**src/sbd_mul.sv**
```systemverilog
module sbd_mul #(
  parameter int AW = 76,
  parameter int BW = 34
) (
  input  logic          clk,
  input  logic          rst_n,
  input  logic          start,
  input  logic [AW-1:0] a,
  input  logic [BW-1:0] b,
  output logic          done,
  output logic [AW-1:0] prod
);

  logic [AW-1:0] acc_r;
  logic [AW-1:0] a_r;
  logic [BW-1:0] b_r;
  logic          busy_r;

  // Shift-and-add, one multiplier bit a cycle, stops when no bits are left
  always_ff @(posedge clk) begin
    if (!rst_n) begin
      busy_r <= 1'b0;
    end else if (start) begin
      a_r    <= a;
      b_r    <= b;
      acc_r  <= '0;
      busy_r <= 1'b1;
    end else if (busy_r) begin
      if (b_r == '0) begin
        busy_r <= 1'b0;
      end else begin
        if (b_r[0]) begin
          acc_r <= acc_r + a_r;
        end
        a_r <= a_r << 1;
        b_r <= b_r >> 1;
      end
    end
  end

  assign done = busy_r && (b_r == '0);
  assign prod = acc_r;

endmodule
```
**config.mk**
```make
export PLATFORM = sky130hd
export DESIGN_NAME = sbd_mul
export DESIGN_NICKNAME = d
export VERILOG_FILES = /design/src/sbd_mul.sv
export SDC_FILE = /design/constraint.sdc
export NUM_CORES = 1
export LEC_CHECK = 0
export BUFFER_PORTS_ARGS = -buffer_cell sky130_fd_sc_hd__buf_4
export CAP_MARGIN = 5
export CORE_ASPECT_RATIO = 1.1
export CORE_UTILIZATION = 39
export CTS_CLUSTER_SIZE = 24
export DETAILED_ROUTE_END_ITERATION = 12
export GPL_ROUTABILITY_DRIVEN = 0
export PLACE_DENSITY = 0.65
export SLEW_MARGIN = 20
export SYNTH_ARGS = -nofsm -noshare
export SYNTH_HDL_FRONTEND = slang
export SYNTH_SLANG_ARGS = --single-unit
```
**constraint.sdc**
```tcl
create_clock -name clk -period 23.9 [get_ports clk]
set_input_delay 2.39 -clock clk [delete_from_list [all_inputs] [get_ports clk]]
set_output_delay 2.39 -clock clk [all_outputs]
set_load 0.05 [all_outputs]
```
==> results.toml, run 1 <==
[outcome]
status = "completed"

[routing]
routed_wl_mm = 29.5
drtAntennaViolNets = 0
via_count = 9000
initialDrtViolationCount = 555
vias_per_cell = 5.39
drtPass1Iterations = 5
drc_errors = 0
routedWlPerCell_um = 17.7

[setup_path]
critical_path.top_delay_family = "buffers and inverters"
cp_slowest_cell = "buf_4"
cp_max_fo = 69
worstPathCellList = "buf_6, inv_1, a21boi_4, buf_4, buf_4"
endpoint_kind = "flop"
worstPathRequired_ps = 23950
worstPathArrival_ps = 4770
r2r-start = "prod[0]"
cp-startpoint = "start"
critPathMaxStageDelay_ps = 820
crit_type = "in2reg"
ff2ff_path_depth = 12
cp.depth = 5
startpoint_type = "input pin"
critPathBufInv = 4
cpMostUsedCell = "buf_4"

[pwr]
power.leakage_nw = 5.78
powerDensity_nw_per_um2 = 70.9
ir_drop_uv = 40.2

[synthesis]
synth_flop_cell = "edfxtp_1"
syn_nets = 1277
synth_seq_cells = 187
ys_seq_area_share_pct = 47.0
synth_warnings = 0
synth_edf_count = 186
netlist_area_um2 = 11900
synth.avg_cell_area_um2 = 11.0
synth_cell_types = 64
async_reset_ff_share_pct = 0
syn_inst = 1088

[final_layout]
insertedDiodeCount = 0
area_growth_pct = 20.3
drive_gt1_share_pct = 27.9
nNetsFinal = 1439
design_area_um2 = 14400
final_core_util_pct = 48.2

[hold_path]
hold_path.class = "reg2reg"
worstHoldStart = "a_r[74]"
hold_depth = 1

[clock_tree]
cts_hold_buf = 0
cts_tree = "built"
clock_path_buffers = 2
post_cts_buffers = 0
ctsResizeCount = 0
clkTransAtPathRegs_ps = 70
cts_buffers = 17
htreeDepth = 4
insertion_delay_ps = 440
root_buffer = "clkbuf_16"
cts.sinks = 187

[sta]
hold_violations = 0
worst_slew_pin_slew_ps = 959
period_needed_ps = 4720
setup_slack_ps = 19180
max-slew-margin-rel_pct = 36.1
finalSetupViolCount = 0
fin_hold_ws_ps = 589
drv_slew = 0
finalCritPeriodShare_pct = 19.7
fin_tns_setup_ps = 0
clock.fmax_mhz = 212
rsz0062_at_grt = "no"
finalClockSkew_ps = 17.6

[global_routing]
grt_pass1_vias = 8981
grt_max_degree = 77
overflow = 0
grt_use_total_pct = 19.0
antenna_found_initial = 0
grt_pass1_wl_mm = 46.6

[floorplanning]
core_area_um2 = 29800
num_io_pins = 190
core.rowCount = 66
initial_core_util_pct = 40.0
die_h_um = 185
die_w_um = 169
die-area_um2 = 31300

[placed_design]
hpwl_mm = 22.0
place_ws_ps = 18710
portBuffers = 189
place_area_um2 = 13700

[job]
cap_violations = 0
## worst register-to-register path, stage by stage (launching register included)
cell and delay [ps]:
edfxtp_1 410, ha_1 280, fa_1 430, a21o_1 200, o2bb2ai_1 170, a211o_2 370, a41oi_2 360, a311o_1 320
a21oi_1 140, nor3_1 580, o31ai_1 330, a21oi_1 260, mux2_2 350
## final timing paths
| check | to | slack (ps) |
|---|---|---|
| worst max register to register | prod[62] | 19450 |
| worst min-delay path | a_r[75] | 590 |
| worst min register to register | a_r[75] | 590 |
| worst max-delay path | a_r[45] | 19180 |
## cell usage in the layout, fill, tap and decap left out, drive strengths merged, types with 7 or more instances in the layout
cell    instances
nor2          102
a31oi          11
a211oi          7
a21boi         12
nand2          62
xnor2          30
nor4           15
edfxtp        186
inv            34
a21oi          82
xor2           27
buf           195
mux2          114
a21o           46
nor3           19
and2           13
o21a           15
nor2b          13
and3           16
nand4          21
nand3          18
o21ai          41
clkbuf         17
ha             75
o21bai         15
nand2b          8
## where the power goes
group	internal [mW]	switching, mW
combinational	0.120	0.179
clock	0.161	0.144
sequential	0.397	0.0177
total	0.678	0.340
## logic make-up after synthesis
family	after synthesis	share of synthesized area, %
adders and majority gates	76	8.03
and+or+nand+nor	299	12.0
buffers and inverters	78	2.46
DFF	187	47.0
muxes	116	10.9
xor gates and xnor gates	57	4.18
AOI/OAI and AO/OA	275	15.4
## layout make-up
type                       instances  area [µm²]
clock buffer                      17         425
clock inverter                    15         201
fill                            2750       15400
inverter                          26        97.6
multi-input combinational        823        6050
sequential                       187        5610
tap                              408         510
timing repair buffer             195        1470
## cell usage after synthesis (4+ instances only)
library cell	n	area [µm²]
inv_1	26	97.6
ha_1	75	938
nor2_1	102	383
o21a_1	15	113
o21ai_0	40	200
nand3_1	18	90.1
and2_1	13	81.3
edfxtp_1	186	5590
a21oi_1	82	410
nand4_1	21	131
o21bai_1	15	113
o211ai_1	4	30.0
o31ai_1	4	30.0
a21boi_0	12	90.1
nand2b_1	8	50.1
nor2b_1	13	81.3
a211o_1	5	43.8
a31oi_1	11	68.8
a21o_1	46	345
xor2_1	27	236
nor4_1	15	93.8
nor3_1	19	95.1
and3_1	16	100
buf_1	5	18.8
xnor2_1	30	263
nand2_1	62	233
a211oi_1	6	45.0
mux2_2	113	1270
clkbuf_1	46	173
## layer usage
layer / global-route usage (%) / vias up / wire [µm]
met5: 0 / - / 0
met3: 4.25 / 23 / 1630
li1: - / 4450 / -
met4: 4.62 / 0 / 323
met2: 32.0 / 222 / 14400
met1: 24.7 / 4305 / 13200
## state kept, by name, summed over array words and instances, names as in the netlist
name,flops
a_r,76
b_r,34
busy_r,1
prod,76
## per-stage QoR
stage          std cells  total power [mW]
2_1_floorplan       1088             0.639
3_3_place_gp        1639             0.715
3_5_place_dp        1639             0.719
4_1_cts             1671              1.02
5_1_grt             1671              1.07
6_report            1671              1.02
Note: power is estimated with default switching activity, not from simulation.
==> inputs of run 2 (changes only) <==
--- a/config.mk
+++ b/config.mk
@@ -5,6 +5,7 @@
 export SDC_FILE = /design/constraint.sdc
 export NUM_CORES = 1
 export LEC_CHECK = 0
+export ABC_AREA = 1
 export BUFFER_PORTS_ARGS = -buffer_cell sky130_fd_sc_hd__buf_4
 export CAP_MARGIN = 5
 export CORE_ASPECT_RATIO = 1.1
@@ -12,7 +13,7 @@
 export CTS_CLUSTER_SIZE = 24
 export DETAILED_ROUTE_END_ITERATION = 12
 export GPL_ROUTABILITY_DRIVEN = 0
-export PLACE_DENSITY = 0.65
+export PLACE_DENSITY = 0.66
 export SLEW_MARGIN = 20
 export SYNTH_ARGS = -nofsm -noshare
 export SYNTH_HDL_FRONTEND = slang
==> constraint.sdc (replaced) <==
create_clock -name clk -period 4.1 [get_ports clk]
set_input_delay 0.41 -clock clk [delete_from_list [all_inputs] [get_ports clk]]
set_output_delay 0.41 -clock clk [all_outputs]
set_load 0.05 [all_outputs]
==> run 2 against run 1 <==
Compared with the run above: cell count is 64% higher; clock power grew to 5.3 times the previous value; largest power group unchanged; non-clock buffer count is 1 higher; cell area is 16% higher; critical endpoint is now a_r[30].
==> results.toml, run 2 <==
[pwr]
p_total_mw = 5.87
ir_drop_uv = 328
powerDensity_nw_per_um2 = 352
power.leakage_nw = 8.28

[sta]
max-slew-margin-rel_pct = 36.2
finalSetupViolCount = 0
rsz0062_at_grt = "no"
fin_hold_ws_ps = 210
finalClockSkew_ps = 18.7
drv_slew = 0
worst_slew_pin_slew_ps = 957
hold_violations = 0
finalCritPeriodShare_pct = 64.9
clock.fmax_mhz = 376
period_needed_ps = 2660

[routing]
drc_errors = 0
vias_per_cell = 4.96
drtAntennaViolNets = 0
via_count = 13600
drtPass1Iterations = 7
routed_wl_mm = 42.7
routedWlPerCell_um = 15.6
initialDrtViolationCount = 981

[final_layout]
design_area_um2 = 16700
register_area_um2 = 5610
area_growth_pct = 18.1
fillers = 3632
final_cell_mix = "822 x nand2_1, 343 x inv_1, 197 x nor2_1, 195 x buf_4, 186 x edfxtp_1"
nNetsFinal = 2441
final_common_cell = "nand2_1"
multi_input_area_um2 = 7090
drive_gt1_share_pct = 13.3
insertedDiodeCount = 0

[synthesis]
synth_seq_cells = 187
synth_flop_cell = "edfxtp_1"
netlist_top_cells_area = "edfxtp_1 40%, nand2_1 22%, inv_1 9.2%"
async_reset_ff_share_pct = 0
syn_inst = 2069
yosys.area_share.xor_xnor_pct = 0.0621
synth_fa_ha_area_share_pct = 6.79
synth.avg_cell_area_um2 = 6.82
synth_warnings = 0
yosys.cell_count.top_type = "nand2_1"
yosys.area_share.simple_pct = 33.7
synth_cell_types = 33
synth_top_family_by_area = "simple AND/OR/NAND/NOR gates"
synth_compound_area_share_pct = 9.51
synth_mux_area_share_pct = 0
netlist_area_um2 = 14100
ys_seq_area_share_pct = 39.7
synth_common_cells = "823 x nand2_1, 344 x inv_1, 197 x nor2_1"
synth_edf_count = 186
yosysTopAreaCellShare_pct = 39.6
syn_nets = 2258
yosys.area.top_type = "edfxtp_1"

[setup_path]
ff2ff_path_depth = 8
reg2reg_to = "a_r[30]"
crit_type = "reg2reg"
worstPathRequired_ps = 4200
r2r-start = "b_r[24]"
endpoint_kind = "flop"
worstPathArrival_ps = 2760
startpoint_type = "flop"
cp_max_fo = 72
regToRegSetupSlack_ps = 1440

[clock_tree]
post_cts_buffers = 0
ctsResizeCount = 0
clkTransAtPathRegs_ps = 80
cts_buffers = 17
clock_path_buffers = 2
cts_tree = "built"
htreeDepth = 4
cts_hold_buf = 0
insertion_delay_ps = 470
cts.sinks = 187
root_buffer = "clkbuf_16"

[placed_design]
hpwl_mm = 33.9
place_area_um2 = 16100
portBuffers = 189

[hold_path]
hold_end = "a_r[0]"
worstHoldStart = "a[0]"
hold_depth = 3
hold_path.class = "in2reg"

[floorplanning]
die_h_um = 201
die-area_um2 = 36900
core.rowCount = 72
initial_core_util_pct = 39.9
num_io_pins = 190
die_w_um = 183
core_area_um2 = 35400

[global_routing]
overflow = 0
grt_pass1_wl_mm = 67.7
grt_pass1_vias = 13100
antenna_found_initial = 0
grt_use_total_pct = 23.5
grt_max_degree = 87

[outcome]
status = "completed"

[job]
cap_violations = 0
## run 2: cell types whose count changed in the layout (fill, tap and decap cells not counted), moves of 23 or more
cell / delta
mux2_2: -113
a21oi_1: +62
xnor2_1: -29
o21ai_0: +55
nand2_2: +23
nand2_1: +760
nor2_1: +95
inv_1: +317
xor2_1: -27
nand3_1: +34
a21o_1: -45
## run 2: cell families after synthesis
group                      count (synthesis)
buffers and inverters                    380
xor gates and xnor gates                   1
adders and majority gates                 76
DFF                                      187
and+or+nand+nor                         1165
AOI/OAI and AO/OA                        260
## run 2: worst max path at each step
stage	cells past startpoint	start	endpoint	slack, ps
2_1_floorplan	7	b_r[25]	prod[0]	-750
3_3_place_gp	6	start	prod[38]	1400
3_5_place_dp	6	start	prod[38]	1370
4_1_cts	8	b_r[21]	a_r[11]	1400
5_1_grt	8	b_r[21]	a_r[30]	1230
6_report	8	b_r[24]	a_r[30]	1440
## run 2: worst max-delay path: stages, from the launching register on
cell      delay (ps)
edfxtp_1         340
inv_1             50
nand4_1           80
nor2_1            60
nand4_1          120
nand2_2           90
a21oi_4          170
buf_4            750
buf_4            590
## run 2: power breakdown
group / leakage [nW] / switching [mW] / total [mW] / internal, mW
sequential: 1.80 / 0.0862 / 2.38 / 2.30
clock: 0.271 / 0.819 / 1.62 / 0.802
combinational: 6.21 / 1.29 / 1.87 / 0.572
## run 2: through the flow
| stage | utilization, % | TNS (ps) | setup WS, ps | cells |
|---|---|---|---|---|
| 3_3_place_gp | 45.4 | 0 | 1400 | 2713 |
| 4_1_cts | 47.1 | 0 | 1400 | 2746 |
| 5_1_grt | 47.1 | 0 | 1230 | 2746 |
| 6_report | 47.1 | 0 | 1440 | 2746 |
| 3_5_place_dp | 45.5 | 0 | 1370 | 2714 |
| 2_1_floorplan | - | -57160 | -752 | 2069 |
## run 2: per-layer routing
metal  track usage [%]  up-vias  share of wire (%)
li1                  -     6888                  -
met1              30.4     6165                 43
met2              38.5      498                 46
met3              5.30       80                7.7
met4              8.48        0                3.2
met5                 0        -                  0
## run 2: final cells by class
class,count,share of cell area [%]
Multi-Input combinational cell,1502,42.5
Sequential cell,187,33.6
Timing Repair Buffer,196,8.95
Inverter,348,7.85
Tap cell,481,3.61
Clock buffer,18,2.58
Clock inverter,14,0.819
